**config.mk**
```make
export PLATFORM = sky130hd
export DESIGN_NAME = multichannel_biquad_four_forms
export DESIGN_NICKNAME = d
export VERILOG_FILES = /design/src/sv/mbq4_pkg.sv /design/src/sv/mbq4_ram.sv /design/src/sv/multichannel_biquad_four_forms.sv
export SDC_FILE = /design/constraint.sdc
export NUM_CORES = 2
export LEC_CHECK = 0
export BUFFER_PORTS_ARGS = -buffer_cell sky130_fd_sc_hd__buf_2
export CAP_MARGIN = 10
export CELL_PAD_IN_SITES_DETAIL_PLACEMENT = 0
export CELL_PAD_IN_SITES_GLOBAL_PLACEMENT = 2
export CORE_MARGIN = 3
export CORE_UTILIZATION = 45
export DETAILED_ROUTE_END_ITERATION = 12
export GPL_TIMING_DRIVEN = 0
export PLACE_DENSITY_LB_ADDON = 0.1
export SYNTH_ARGS = -nofsm -noshare
export SYNTH_HDL_FRONTEND = slang
export SYNTH_SLANG_ARGS = --single-unit
```
**constraint.sdc**
```tcl
create_clock -name i_clk -period 32.5 [get_ports i_clk]
set_input_delay 6.5 -clock i_clk [delete_from_list [all_inputs] [get_ports i_clk]]
set_output_delay 6.5 -clock i_clk [all_outputs]
set_load 0.02 [all_outputs]
```
**src/sv/mbq4_pkg.sv**
```systemverilog
// shared types, register codes and the step microcode of the biquad sequencer
package mbq4_pkg;

    typedef struct packed {
        logic [2:0]         chan;
        logic signed [23:0] sample_in;
    } t_in_item;

    typedef struct packed {
        logic signed [23:0] sample_out;
        logic [2:0]         chan_out;
    } t_out_item;

    // one channel's history word as stored in the state ram
    typedef struct packed {
        logic signed [31:0] l1;
        logic signed [31:0] l2;
        logic signed [31:0] i1;
        logic signed [31:0] i2;
        logic signed [31:0] o1;
        logic signed [31:0] o2;
    } t_hist;

    typedef enum logic [1:0] {
        MODE_DF1  = 2'd0,
        MODE_DF2  = 2'd1,
        MODE_DF1T = 2'd2,
        MODE_DF2T = 2'd3
    } t_form;

    typedef enum logic [2:0] {
        CFG_MODE = 3'd0,
        CFG_B0   = 3'd1,
        CFG_B1   = 3'd2,
        CFG_B2   = 3'd3,
        CFG_A1   = 3'd4,
        CFG_A2   = 3'd5
    } t_cfg_idx;

    typedef enum logic [3:0] {
        OPA_X, OPA_W, OPA_Y, OPA_I1, OPA_I2, OPA_L1, OPA_L2, OPA_O1, OPA_O2
    } t_op_sel;

    typedef enum logic [2:0] {
        CF_B0, CF_B1, CF_B2, CF_A1, CF_A2
    } t_coef_sel;

    typedef enum logic [1:0] {
        ACC_HOLD, ACC_LOAD, ACC_ADD
    } t_acc_op;

    typedef enum logic [2:0] {
        UP_ZERO, UP_X, UP_I1, UP_I2, UP_L1
    } t_up_sel;

    typedef enum logic [3:0] {
        FD_NONE, FD_Y, FD_W, FD_I1, FD_I2, FD_L1, FD_L2, FD_DF1, FD_DF2
    } t_fin_dst;

    typedef struct packed {
        logic      mul_en;
        t_op_sel   op_a;
        t_coef_sel coef;
        t_acc_op   acc_op;
        t_up_sel   up_sel;
        t_fin_dst  fin_dst;
        logic      w_sat;
        logic      last;
    } t_uop;

    localparam int         STEP_W       = 3;
    localparam logic [23:0] COEF_ONE    = 24'sd4194304;
    localparam int         ACC_W        = 60;
    localparam int         Q_SHIFT      = 22;

    // a product issued at a step is registered in r_prod, added into r_acc, and the sum rounded from r_acc
    function automatic t_uop get_uop(input t_form mode, input logic [STEP_W-1:0] step);
        t_uop u;
        u = '{mul_en: 1'b0, op_a: OPA_X, coef: CF_B0, acc_op: ACC_HOLD,
              up_sel: UP_ZERO, fin_dst: FD_NONE, w_sat: 1'b0, last: 1'b0};
        unique case (mode)
            MODE_DF1: begin
                unique case (step)
                    3'd0: begin u.mul_en = 1'b1; u.op_a = OPA_X; u.coef = CF_B0; end
                    3'd1: begin
                        u.mul_en = 1'b1; u.op_a = OPA_I1; u.coef = CF_B1;
                        u.acc_op = ACC_LOAD;
                    end
                    3'd2: begin
                        u.mul_en = 1'b1; u.op_a = OPA_I2; u.coef = CF_B2;
                        u.acc_op = ACC_ADD;
                    end
                    3'd3: begin
                        u.mul_en = 1'b1; u.op_a = OPA_O1; u.coef = CF_A1;
                        u.acc_op = ACC_ADD;
                    end
                    3'd4: begin
                        u.mul_en = 1'b1; u.op_a = OPA_O2; u.coef = CF_A2;
                        u.acc_op = ACC_ADD;
                    end
                    3'd5: begin u.acc_op = ACC_ADD; end
                    3'd6: begin u.fin_dst = FD_DF1; u.last = 1'b1; end
                    default: begin u.last = 1'b1; end
                endcase
            end
            MODE_DF2: begin
                unique case (step)
                    3'd0: begin u.mul_en = 1'b1; u.op_a = OPA_L1; u.coef = CF_A1; end
                    3'd1: begin
                        u.mul_en = 1'b1; u.op_a = OPA_L2; u.coef = CF_A2;
                        u.acc_op = ACC_LOAD; u.up_sel = UP_X;
                    end
                    3'd2: begin
                        u.mul_en = 1'b1; u.op_a = OPA_L1; u.coef = CF_B1;
                        u.acc_op = ACC_ADD;
                    end
                    3'd3: begin
                        u.mul_en = 1'b1; u.op_a = OPA_L2; u.coef = CF_B2;
                        u.acc_op = ACC_LOAD; u.fin_dst = FD_W;
                    end
                    3'd4: begin
                        u.mul_en = 1'b1; u.op_a = OPA_W; u.coef = CF_B0;
                        u.acc_op = ACC_ADD;
                    end
                    3'd5: begin u.acc_op = ACC_ADD; end
                    3'd6: begin u.fin_dst = FD_DF2; u.last = 1'b1; end
                    default: begin u.last = 1'b1; end
                endcase
            end
            MODE_DF1T: begin
                unique case (step)
                    3'd0: begin u.w_sat = 1'b1; end
                    3'd1: begin u.mul_en = 1'b1; u.op_a = OPA_W; u.coef = CF_B0; end
                    3'd2: begin
                        u.mul_en = 1'b1; u.op_a = OPA_W; u.coef = CF_B1;
                        u.acc_op = ACC_LOAD; u.up_sel = UP_I2;
                    end
                    3'd3: begin
                        u.mul_en = 1'b1; u.op_a = OPA_W; u.coef = CF_A1;
                        u.acc_op = ACC_LOAD; u.up_sel = UP_I1; u.fin_dst = FD_Y;
                    end
                    3'd4: begin
                        u.mul_en = 1'b1; u.op_a = OPA_W; u.coef = CF_B2;
                        u.acc_op = ACC_LOAD; u.up_sel = UP_L1; u.fin_dst = FD_I2;
                    end
                    3'd5: begin
                        u.mul_en = 1'b1; u.op_a = OPA_W; u.coef = CF_A2;
                        u.acc_op = ACC_LOAD; u.fin_dst = FD_L2;
                    end
                    3'd6: begin u.acc_op = ACC_LOAD; u.fin_dst = FD_I1; end
                    default: begin u.fin_dst = FD_L1; u.last = 1'b1; end
                endcase
            end
            MODE_DF2T: begin
                unique case (step)
                    3'd0: begin u.mul_en = 1'b1; u.op_a = OPA_X; u.coef = CF_B0; end
                    3'd1: begin u.acc_op = ACC_LOAD; u.up_sel = UP_I2; end
                    3'd2: begin
                        u.mul_en = 1'b1; u.op_a = OPA_X; u.coef = CF_B1;
                        u.fin_dst = FD_Y;
                    end
                    3'd3: begin
                        u.mul_en = 1'b1; u.op_a = OPA_Y; u.coef = CF_A1;
                        u.acc_op = ACC_LOAD; u.up_sel = UP_I1;
                    end
                    3'd4: begin
                        u.mul_en = 1'b1; u.op_a = OPA_X; u.coef = CF_B2;
                        u.acc_op = ACC_ADD;
                    end
                    3'd5: begin
                        u.mul_en = 1'b1; u.op_a = OPA_Y; u.coef = CF_A2;
                        u.acc_op = ACC_LOAD; u.fin_dst = FD_I2;
                    end
                    3'd6: begin u.acc_op = ACC_ADD; end
                    default: begin u.fin_dst = FD_I1; u.last = 1'b1; end
                endcase
            end
        endcase
        return u;
    endfunction

endpackage

```
**src/sv/mbq4_ram.sv**
```systemverilog
// generic single-port-write, single-port-read ram with registered read data
module mbq4_ram #(
    parameter int WIDTH = 32,
    parameter int DEPTH = 8
) (
    input  logic                                      i_clk,
    input  logic                                      i_we,
    input  logic [((DEPTH > 1) ? $clog2(DEPTH) : 1)-1:0] i_waddr,
    input  logic [WIDTH-1:0]                          i_wdata,
    input  logic                                      i_re,
    input  logic [((DEPTH > 1) ? $clog2(DEPTH) : 1)-1:0] i_raddr,
    output logic [WIDTH-1:0]                          o_rdata
);

    logic [WIDTH-1:0] r_mem [DEPTH];
    logic [WIDTH-1:0] r_rdata;

    always_ff @(posedge i_clk) begin
        if (i_we) begin
            r_mem[i_waddr] <= i_wdata;
        end
        if (i_re) begin
            r_rdata <= r_mem[i_raddr];
        end
    end

    assign o_rdata = r_rdata;

endmodule

```
**src/sv/multichannel_biquad_four_forms.sv**
```systemverilog
// multichannel biquad with four selectable structures, one shared multiplier
//
//  channel  direction  handshake            payload
//  in       input      i_in_valid/o_in_stall    i_in_data  (chan, sample_in)
//  out      output     o_out_valid/i_out_stall  o_out_data (sample_out, chan_out)
//  cfg      input      i_cfg_we                 i_cfg_idx, i_cfg_data
//
// an item passes from its transfer through S_LOAD (history ram read), the microcode
// steps of S_RUN through the single 32x24 multiplier, and S_DONE (result register and
// history write-back); one item is in work at a time
// a result waiting on a stalled output holds the write-back and the input side
// synchronous reset returns control to idle, sets unity gain in transposed form ii and clears per-channel valid bits;
// a channel with no valid bit reads as zero history, so no clearing pass runs
module multichannel_biquad_four_forms #(
    parameter int NUM_CHANNELS = 8
) (
    input  logic                  i_clk,
    input  logic                  i_rst_n,
    input  logic                  i_in_valid,
    output logic                  o_in_stall,
    input  mbq4_pkg::t_in_item    i_in_data,
    output logic                  o_out_valid,
    input  logic                  i_out_stall,
    output mbq4_pkg::t_out_item   o_out_data,
    input  logic                  i_cfg_we,
    input  logic [2:0]            i_cfg_idx,
    input  logic [23:0]           i_cfg_data
);

    localparam int AW = (NUM_CHANNELS > 1) ? $clog2(NUM_CHANNELS) : 1;
    localparam int HW = $bits(mbq4_pkg::t_hist);
    localparam logic [6:0] NCH = 7'(NUM_CHANNELS);
    localparam int Q_LO = mbq4_pkg::Q_SHIFT;

    typedef enum logic [1:0] {
        S_IDLE, S_LOAD, S_RUN, S_DONE
    } t_state;

    // configuration
    mbq4_pkg::t_form         r_mode;
    logic signed [23:0]      r_b0, r_b1, r_b2, r_a1, r_a2;
    logic [NUM_CHANNELS-1:0] r_valid;

    // control
    t_state                       r_state;
    logic [mbq4_pkg::STEP_W-1:0]  r_step;
    logic                         r_out_valid;
    mbq4_pkg::t_out_item          r_out_data;

    // datapath
    logic [AW-1:0]           r_addr;
    logic [2:0]              r_chan;
    logic signed [23:0]      r_x;
    logic                    r_in_range;
    mbq4_pkg::t_hist         r_h;
    logic signed [31:0]      r_w, r_y;
    logic signed [55:0]      r_prod;
    logic signed [mbq4_pkg::ACC_W-1:0] r_acc;

    logic                    in_xfer, out_free, mode_change;
    logic                    ram_we;
    logic [HW-1:0]           ram_rdata;
    logic                    hit;
    mbq4_pkg::t_uop          u;
    logic signed [31:0]      x32, op_a, up_val, fin_val, w_val;
    logic signed [23:0]      coef, y_sat24;
    logic signed [55:0]      mul_res;
    logic signed [mbq4_pkg::ACC_W-1:0] up_term, acc_t;
    logic signed [mbq4_pkg::ACC_W-Q_LO-1:0] fin_q;
    logic signed [32:0]      w_sum;

    assign in_xfer     = i_in_valid && (r_state == S_IDLE);
    assign o_in_stall  = (r_state != S_IDLE);
    assign out_free    = !r_out_valid || !i_out_stall;
    assign ram_we      = (r_state == S_DONE) && out_free && r_in_range;
    assign mode_change = i_cfg_we && (i_cfg_idx == mbq4_pkg::CFG_MODE)
                         && (mbq4_pkg::t_form'(i_cfg_data[1:0]) != r_mode);
    assign hit         = r_in_range && r_valid[r_addr];

    mbq4_ram #(
        .WIDTH (HW),
        .DEPTH (NUM_CHANNELS)
    ) u_hist_ram (
        .i_clk   (i_clk),
        .i_we    (ram_we),
        .i_waddr (r_addr),
        .i_wdata (r_h),
        .i_re    (in_xfer),
        .i_raddr (AW'(i_in_data.chan)),
        .o_rdata (ram_rdata)
    );

    // configuration registers and per-channel valid bits
    always_ff @(posedge i_clk) begin
        if (!i_rst_n) begin
            r_mode  <= mbq4_pkg::MODE_DF2T;
            r_b0    <= mbq4_pkg::COEF_ONE;
            r_b1    <= '0;
            r_b2    <= '0;
            r_a1    <= '0;
            r_a2    <= '0;
            r_valid <= '0;
        end else begin
            if (i_cfg_we) begin
                unique case (mbq4_pkg::t_cfg_idx'(i_cfg_idx))
                    mbq4_pkg::CFG_MODE: r_mode <= mbq4_pkg::t_form'(i_cfg_data[1:0]);
                    mbq4_pkg::CFG_B0:   r_b0 <= i_cfg_data;
                    mbq4_pkg::CFG_B1:   r_b1 <= i_cfg_data;
                    mbq4_pkg::CFG_B2:   r_b2 <= i_cfg_data;
                    mbq4_pkg::CFG_A1:   r_a1 <= i_cfg_data;
                    mbq4_pkg::CFG_A2:   r_a2 <= i_cfg_data;
                    default: begin end
                endcase
            end
            if (mode_change) begin
                r_valid <= '0;
            end else if (ram_we) begin
                r_valid[r_addr] <= 1'b1;
            end
        end
    end

    assign u   = mbq4_pkg::get_uop(r_mode, r_step);
    assign x32 = 32'(r_x);

    always_comb begin
        unique case (u.op_a)
            mbq4_pkg::OPA_X:  op_a = x32;
            mbq4_pkg::OPA_W:  op_a = r_w;
            mbq4_pkg::OPA_Y:  op_a = r_y;
            mbq4_pkg::OPA_I1: op_a = r_h.i1;
            mbq4_pkg::OPA_I2: op_a = r_h.i2;
            mbq4_pkg::OPA_L1: op_a = r_h.l1;
            mbq4_pkg::OPA_L2: op_a = r_h.l2;
            mbq4_pkg::OPA_O1: op_a = r_h.o1;
            mbq4_pkg::OPA_O2: op_a = r_h.o2;
            default:          op_a = x32;
        endcase
        unique case (u.coef)
            mbq4_pkg::CF_B0: coef = r_b0;
            mbq4_pkg::CF_B1: coef = r_b1;
            mbq4_pkg::CF_B2: coef = r_b2;
            mbq4_pkg::CF_A1: coef = r_a1;
            mbq4_pkg::CF_A2: coef = r_a2;
            default:         coef = r_b0;
        endcase
        unique case (u.up_sel)
            mbq4_pkg::UP_ZERO: up_val = '0;
            mbq4_pkg::UP_X:    up_val = x32;
            mbq4_pkg::UP_I1:   up_val = r_h.i1;
            mbq4_pkg::UP_I2:   up_val = r_h.i2;
            mbq4_pkg::UP_L1:   up_val = r_h.l1;
            default:           up_val = '0;
        endcase
    end

    assign mul_res = op_a * coef;
    // non-product term lifted to the product scale
    assign up_term = {{(mbq4_pkg::ACC_W - 32 - Q_LO){up_val[31]}}, up_val, {Q_LO{1'b0}}};

    // round half up to q9.23, then saturate to 32 bits
    assign acc_t = r_acc + (mbq4_pkg::ACC_W'(1) <<< (Q_LO - 1));
    assign fin_q = acc_t[mbq4_pkg::ACC_W-1:Q_LO];
    always_comb begin
        if (fin_q[mbq4_pkg::ACC_W-Q_LO-1:31] == '0 || fin_q[mbq4_pkg::ACC_W-Q_LO-1:31] == '1) begin
            fin_val = fin_q[31:0];
        end else if (fin_q[mbq4_pkg::ACC_W-Q_LO-1]) begin
            fin_val = 32'sh8000_0000;
        end else begin
            fin_val = 32'sh7fff_ffff;
        end
    end

    assign w_sum = 33'(x32) + 33'(r_h.l2);
    always_comb begin
        if (w_sum[32] == w_sum[31]) begin
            w_val = w_sum[31:0];
        end else if (w_sum[32]) begin
            w_val = 32'sh8000_0000;
        end else begin
            w_val = 32'sh7fff_ffff;
        end
    end

    always_comb begin
        if (!r_in_range) begin
            y_sat24 = '0;
        end else if (r_y > 32'sd8388607) begin
            y_sat24 = 24'sh7f_ffff;
        end else if (r_y < -32'sd8388608) begin
            y_sat24 = 24'sh80_0000;
        end else begin
            y_sat24 = r_y[23:0];
        end
    end

    // datapath registers
    always_ff @(posedge i_clk) begin
        if (in_xfer) begin
            r_chan     <= i_in_data.chan;
            r_x        <= i_in_data.sample_in;
            r_addr     <= AW'(i_in_data.chan);
            r_in_range <= (7'(i_in_data.chan) < NCH);
        end
        if (r_state == S_LOAD) begin
            r_h <= hit ? mbq4_pkg::t_hist'(ram_rdata) : '0;
        end
        if (r_state == S_RUN) begin
            if (u.mul_en) begin
                r_prod <= mul_res;
            end
            unique case (u.acc_op)
                mbq4_pkg::ACC_LOAD: r_acc <= mbq4_pkg::ACC_W'(r_prod) + up_term;
                mbq4_pkg::ACC_ADD:  r_acc <= r_acc + mbq4_pkg::ACC_W'(r_prod);
                default: begin end
            endcase
            if (u.w_sat) begin
                r_w <= w_val;
            end
            unique case (u.fin_dst)
                mbq4_pkg::FD_Y:  r_y <= fin_val;
                mbq4_pkg::FD_W:  r_w <= fin_val;
                mbq4_pkg::FD_I1: r_h.i1 <= fin_val;
                mbq4_pkg::FD_I2: r_h.i2 <= fin_val;
                mbq4_pkg::FD_L1: r_h.l1 <= fin_val;
                mbq4_pkg::FD_L2: r_h.l2 <= fin_val;
                mbq4_pkg::FD_DF1: begin
                    r_y    <= fin_val;
                    r_h.o1 <= fin_val;
                    r_h.o2 <= r_h.o1;
                    r_h.i1 <= x32;
                    r_h.i2 <= r_h.i1;
                end
                mbq4_pkg::FD_DF2: begin
                    r_y    <= fin_val;
                    r_h.l1 <= r_w;
                    r_h.l2 <= r_h.l1;
                end
                default: begin end
            endcase
        end
    end

    // sequencer state and output register
    always_ff @(posedge i_clk) begin
        if (!i_rst_n) begin
            r_state     <= S_IDLE;
            r_step      <= '0;
            r_out_valid <= 1'b0;
        end else begin
            if (r_state == S_DONE && out_free) begin
                r_out_valid <= 1'b1;
            end else if (!i_out_stall) begin
                r_out_valid <= 1'b0;
            end
            unique case (r_state)
                S_IDLE: begin
                    if (in_xfer) begin
                        r_state <= S_LOAD;
                    end
                end
                S_LOAD: begin
                    r_step  <= '0;
                    r_state <= S_RUN;
                end
                S_RUN: begin
                    r_step <= r_step + 1'b1;
                    if (u.last) begin
                        r_state <= S_DONE;
                    end
                end
                S_DONE: begin
                    if (out_free) begin
                        r_out_data.sample_out <= y_sat24;
                        r_out_data.chan_out   <= r_chan;
                        r_state               <= S_IDLE;
                    end
                end
                default: r_state <= S_IDLE;
            endcase
        end
    end

    assign o_out_valid = r_out_valid;
    assign o_out_data  = r_out_data;

endmodule

```
* Yosys cells after proc, flatten, opt, wreduce, memory -nomap -nowiden
Memory sizes are Yosys's and may differ from the RTL's. A register that Yosys moved wholly into a read port is not among the register bits. Cells that the tools add are included.
Storage, ports and cells: bits in writable memories 1536, bits in registers 562, output and inout bits 29, memories kept 1
Memory list:
- u_hist_ram.r_mem | words 8, width 192, read ports 1, clocked after memory_dff 1, write ports 1, RTL line mbq4_ram.sv:15 | logic [WIDTH-1:0] r_mem [DEPTH];
Operators by class: add/subtract/negate cells 5, equal/unequal tests 50, reduce and logical (&&, ||, !) cells 44, bitwise operators 2, $lt $le $gt $ge 4, muxes and demuxes 55, $mul 1
Operator list (count):
- 2-to-1 mux 192 bit | 3
- one-hot mux 32 bit (2 select lines) | 4
- one-hot mux 32 bit (8 select lines) | 1
- 2-to-1 mux 32 bit | 6
- one-hot mux 8 bit (5 select lines) | 4
- one-hot mux 32 bit (4 select lines) | 1
- one-hot mux 60 bit (2 select lines) | 1
- one-hot mux 24 bit (4 select lines) | 1
- 2-to-1 mux 64 bit | 1
- adder 60 x 23 -> 60 bit (second input constant) | 1
- adder 60 x 56 -> 60 bit | 1
- adder 56 x 54 -> 57 bit | 1
- multiplier 32 x 24 -> 56 bit | 1
- one-hot mux 10 bit (4 select lines) | 1
- adder 24 x 32 -> 33 bit | 1
- == test 4 x 3 -> 1 bit (second input constant) | 8
- greater-than comparator 32 x 24 -> 1 bit (second input constant) | 1
- < comparator 32 x 24 -> 1 bit (second input constant) | 1
- one-hot mux 3 bit (3 select lines) | 3
- == test 3 x 2 -> 1 bit (second input constant) | 8
- 2-to-1 mux 24 bit | 1
- == test 3 bit (second input constant) | 7
- AND reduction 2 bit | 10
- == test 4 x 2 -> 1 bit (second input constant) | 4
- other kinds (41) | 90

* Longest topological paths before layout
word-level depth 7, gate-level depth with buffers 43, mapped depth without buffers 37

* Modules after synthesis
Synthesis repeated with hierarchy kept, for this count alone.
Second synthesis, totals: cell total of the unflattened synthesis 9295, area, all modules 125113.7 µm²
By module, submodules not included:
- mbq4_ram | instances 1, cells an instance 2424, seq. area each 51889.8 µm², area an instance 64403.0 µm²
- multichannel_biquad_four_forms | instances 1, cells an instance 6871, seq. area each 13593.0 µm², area an instance 60710.7 µm²

* Worst setup path before layout
OpenSTA, ideal clock, no wires.
path type in2reg, start point in i_out_stall, end point mem u_hist_ram.r_mem[1][0] (netlist bit), enable pin, setup slack 11.811 ns, data required time 31.519 ns, arrival 19.708 ns, stages on the path 3, path buffers 0, cell sequence nand2_1 -> nand3_1 -> nor3_1
Between the ends: longest elaborated chain between the ends 5
RTL lines:
- start, declared | RTL line multichannel_biquad_four_forms.sv:23 | input logic i_out_stall,
- logical NOT 1 bit
- logical OR 1 bit | RTL line multichannel_biquad_four_forms.sv:74 | assign out_free = !r_out_valid || !i_out_stall;
- logical AND 1 bit | RTL line multichannel_biquad_four_forms.sv:75 | assign ram_we = (r_state == S_DONE) && out_free && r_in_range;
- 2-to-1 mux 1 bit | RTL line mbq4_ram.sv:19 | if (i_we) begin
- 2-to-1 mux 1 bit (implied by the code) | RTL line mbq4_ram.sv:20 | r_mem[i_waddr] <= i_wdata;
- end, declared | RTL line mbq4_ram.sv:15
Every way passes these cells.

* Worst setup path in the final report
start point reg r_step[2] (netlist bit), end point reg r_prod[55], data pin
Between the ends: longest elaborated chain between the ends 6
RTL lines:
- start, declared | RTL line multichannel_biquad_four_forms.sv:46 | logic [mbq4_pkg::STEP_W-1:0] r_step;
- start signal, assigned | RTL line multichannel_biquad_four_forms.sv:267 | r_step <= r_step + 1'b1;
- == test 3 bit, or another cell as far along | RTL line mbq4_pkg.sv:131, mbq4_pkg.sv:155
- one-hot mux 8 bit (5 select lines), on equally long branches
- one-hot mux 10 bit (4 select lines) (*) | RTL line mbq4_pkg.sv:81 | unique case (mode)
- == test 4 bit, or another cell as far along | RTL line multichannel_biquad_four_forms.sv:127 | unique case (u.op_a)
- one-hot mux 32 bit (8 select lines) / one-hot mux 24 bit (4 select lines) (equally long branches) | RTL line multichannel_biquad_four_forms.sv:127, multichannel_biquad_four_forms.sv:139
- multiplier 32 x 24 -> 56 bit (*) | RTL line multichannel_biquad_four_forms.sv:157 | assign mul_res = op_a * coef;
- via mul_res[55] | RTL line multichannel_biquad_four_forms.sv:67 | logic signed [55:0] mul_res;
- end signal, assigned | RTL line multichannel_biquad_four_forms.sv:210 | r_prod <= mul_res;
- end, declared | RTL line multichannel_biquad_four_forms.sv:57 | logic signed [55:0] r_prod;
Mark *: on every way through the listed nets, which the timed path passes. The rest lies on a longest branch. A chain may end at the register's enable or synchronous reset.

==> flow_metrics.py <==
metrics = {
    "global_routing": {
        "overflow": 0,
        "grt_pass1_vias": 83100,
        "grt_max_degree": 50,
        "grt_pass1_wl_um": 632000,
        "grt_usage_pct": 32.0,
        "antenna_found_initial": 26,
    },
    "cells_and_area": {
        "final_nets": 10800,
        "multi_input_area_mm2": 0.0526,
        "drive_above_1_share_pct": 15.0,
        "fillers": 23500,
        "area_delta_synth_final_pct": 13.0,
        "seq_area_mm2": 0.0655,
    },
    "sta": {
        "slew_headroom_pct": 2.56,
        "skew_ns": 0.0996,
        "setup_viol": 0,
        "report.final.slew_viol_count": 0,
        "fin_crit_sh_pct": 41.8,
        "fin_crit_ns": 13.60,
        "tightest_slew_ns": 1.46,
        "rsz0062_at_grt": "false",
        "finalSetupTns_ns": 0,
        "finalHoldViolations": 0,
        "fmax_mhz": 73.5,
    },
    "clocking": {
        "h-tree-depth": 4,
        "clk_latency_ns": 0.93,
        "cts_tree": "yes",
        "hold_buffers": 0,
        "cts_setup_buffers": 0,
        "cts-resized-gates": 0,
        "cts_root_buf": "clkbuf_16",
        "cts.sinks": 2290,
        "clk_pin_slew_worst_paths_ns": 0.06,
        "cts_made_buffers": 243,
        "cts_buffer_depth": 4,
    },
    "yosys": {
        "ys_ff_latch": 2290,
        "yosys-mux-area-fraction_pct": 9.22,
        "ys.flop_type": "edfxtp_1",
        "synth-edff-count": 1962,
        "yosys.area.top_type": "edfxtp_1",
        "yosysSeqAreaShare_pct": 53.1,
        "synth_simple_gate_area_share_pct": 6.82,
        "synthTopCellsByCount": "1962 x edfxtp_1, 1178 x nand2_1, 899 x inv_1, 787 x fa_1, 418 x nor2_1",
        "syn_area_mm2": 0.123,
        "synth-adder-area-share_pct": 15.7,
        "synth_top_family_by_area": "adder cells",
        "avgSynthCellArea_um2": 13.5,
        "yosysWarnings": 0,
        "syn_nets": 10300,
        "synth_xor_area_share_pct": 1.37,
        "synth_top_area_share_pct": 47.8,
        "ys_types": 94,
        "synthArstFlopShare_pct": 0,
        "synthTopCellsByArea": "edfxtp_1 48%, fa_1 13%, mux4_2 7.0%",
        "synth-compound-area-share_pct": 9.40,
        "synthCells": 9159,
        "synth.most_common_cell": "edfxtp_1",
    },
    "critical_path": {
        "critical_path.endpoint_type": "flip-flop",
        "path_class": "flip-flop to flip-flop",
        "reg2reg_depth": 36,
        "r2r_start": "r_step[2]$_SDFFE_PN0P_",
        "cp_max_fo": 10,
        "cp-start-kind": "flip-flop",
        "worstPathArrival_ns": 14.16,
        "crit_slowest_cell": "a31oi_2",
        "path_common_cell": "fa_1",
        "cp-startpoint": "r_step[2]$_SDFFE_PN0P_",
        "cp.required_ns": 33.06,
        "max_stage_delay_ns": 1.07,
    },
    "drt": {
        "wirelength_um": 450000,
        "post_drt_wl_per_cell_um": 33.5,
        "routed_via_density": 6.06,
        "vias": 81400,
        "drt_pass1_iterations": 8,
        "ant_nets": 0,
        "initialDrtViolationCount": 9314,
        "drc": 0,
    },
    "power": {
        "p_leak_uw": 0.0517,
        "peakVddDrop_v": 0.0000516,
        "power_uw": 9870,
        "pwr_density_cell_mw_per_mm2": 70.8,
    },
    "floorplanning": {
        "io_pins": 88,
        "std_cell_rows": 191,
        "die_area_mm2": 0.280,
        "die_height_um": 530,
        "core_mm2": 0.272,
        "die_w_um": 530,
        "initial_core_util_pct": 45.4,
    },
    "placed_design": {
        "port_buffers": 84,
        "gp_congestion": 0.985,
        "hpwl_um": 346000,
    },
    "status": {
        "outcome": "finished, final reports clean",
    },
    "min_path": {
        "holdCritStartpoint": "r_b0[14]$_SDFFE_PN0P_",
        "hold_path.class": "flip-flop to flip-flop",
        "hold_path_depth": 2,
    },
    "run": {
        "maxCapViolations": 0,
    },
}
layout by cell type (no fill, tap or decap), types with 190 or more instances in the layout:
cell	instances
o21ai_0	190
clkbuf_16	245
nand2_1	1178
nor2_1	412
a21oi_1	286
inv_1	899
ha_1	286
mux2_2	210
fa_1	787
mux4_2	384
a22oi_1	225
edfxtp_1	1962
clkbuf_1	337
dfxtp_1	328
buf_2	206
cells by family (layout without fill, tap and decap cells):
group	count (synthesis)	count (layout)
multiplexers	630	630
adder cells (fa/ha/maj)	1073	1073
flip-flops	2290	2290
AND/OR/NAND/NOR	1994	1994
other	0	10
XOR/XNOR	192	192
buffers and inverters	1401	2105
AO/OA/AOI/OAI	1579	1579
layer usage:
metal,up-vias,track usage (%),part of all wire (%)
met5,-,0,0.0091
met4,6,15.9,6.0
met3,864,5.18,7.5
met2,3757,52.6,48
met1,42600,41.3,39
li1,34200,-,-
sequential cells by signal, indices dropped and copies added (netlist names), 3 cells and up:
name and flops:
r_b0 24, r_b1 24, r_y 32, u_hist_ram.o_rdata 192, r_a2 24, r_step 3, r_valid 8, r_chan 3
o_out_data 27, r_a1 24, r_h 192, r_w 32, r_x 24, r_acc 60, r_prod 56, u_hist_ram.r_mem 1536
r_b2 24
worst max-delay path, delay by kind of cell (launching register included):
kind	cells	cell delay, ns
flip-flops	1	0.33
AO/OA/AOI/OAI	11	4.58
adder cells (fa/ha/maj)	9	4.34
AND/OR/NAND/NOR	4	1.02
XOR/XNOR	1	0.12
buffers and inverters	11	2.85
report_power, final:
part / internal (uW) / switching (uW)
registers: 3840 / 686
logic: 879 / 1590
clock network: 1690 / 1180
total: 6410 / 3460
path summary, 6_finish.rpt:
path | end | slack, ns
setup / recovery | r_prod[55]$_DFFE_PP_ | 18.90
hold / removal | r_b0[14]$_SDFFE_PN0P_ | 0.46
hold reg to reg | r_b0[14]$_SDFFE_PN0P_ | 0.46
setup reg to reg | r_prod[55]$_DFFE_PP_ | 18.90
layout make-up:
| type | instances | share of cell area, % |
|---|---|---|
| inverter | 905 | 2.44 |
| clock buffer | 311 | 4.76 |
| timing repair buffer | 256 | 2.21 |
| antenna | 10 | 0.0179 |
| buffer | 496 | 1.50 |
| clock inverter | 137 | 1.16 |
| multi-input combinational | 5468 | 37.7 |
| sequential | 2290 | 47.0 |
| tap | 3570 | 3.20 |
stage by stage:
step           worst slack (ns)  util [%]  cells  area, um2  hold WS, ns
6_report                  18.90      51.3  13400     139000        0.463
5_1_grt                   18.52      51.3  13400     139000        0.485
4_1_cts                   18.95      51.3  13400     139000        0.465
3_3_place_gp              -4.23      47.2  12800     128000        0.449
2_1_floorplan             11.81         -   9159     123000        0.440
3_5_place_dp              18.99      48.2  13000     131000        0.457
Power figures use the tool's default switching activity.
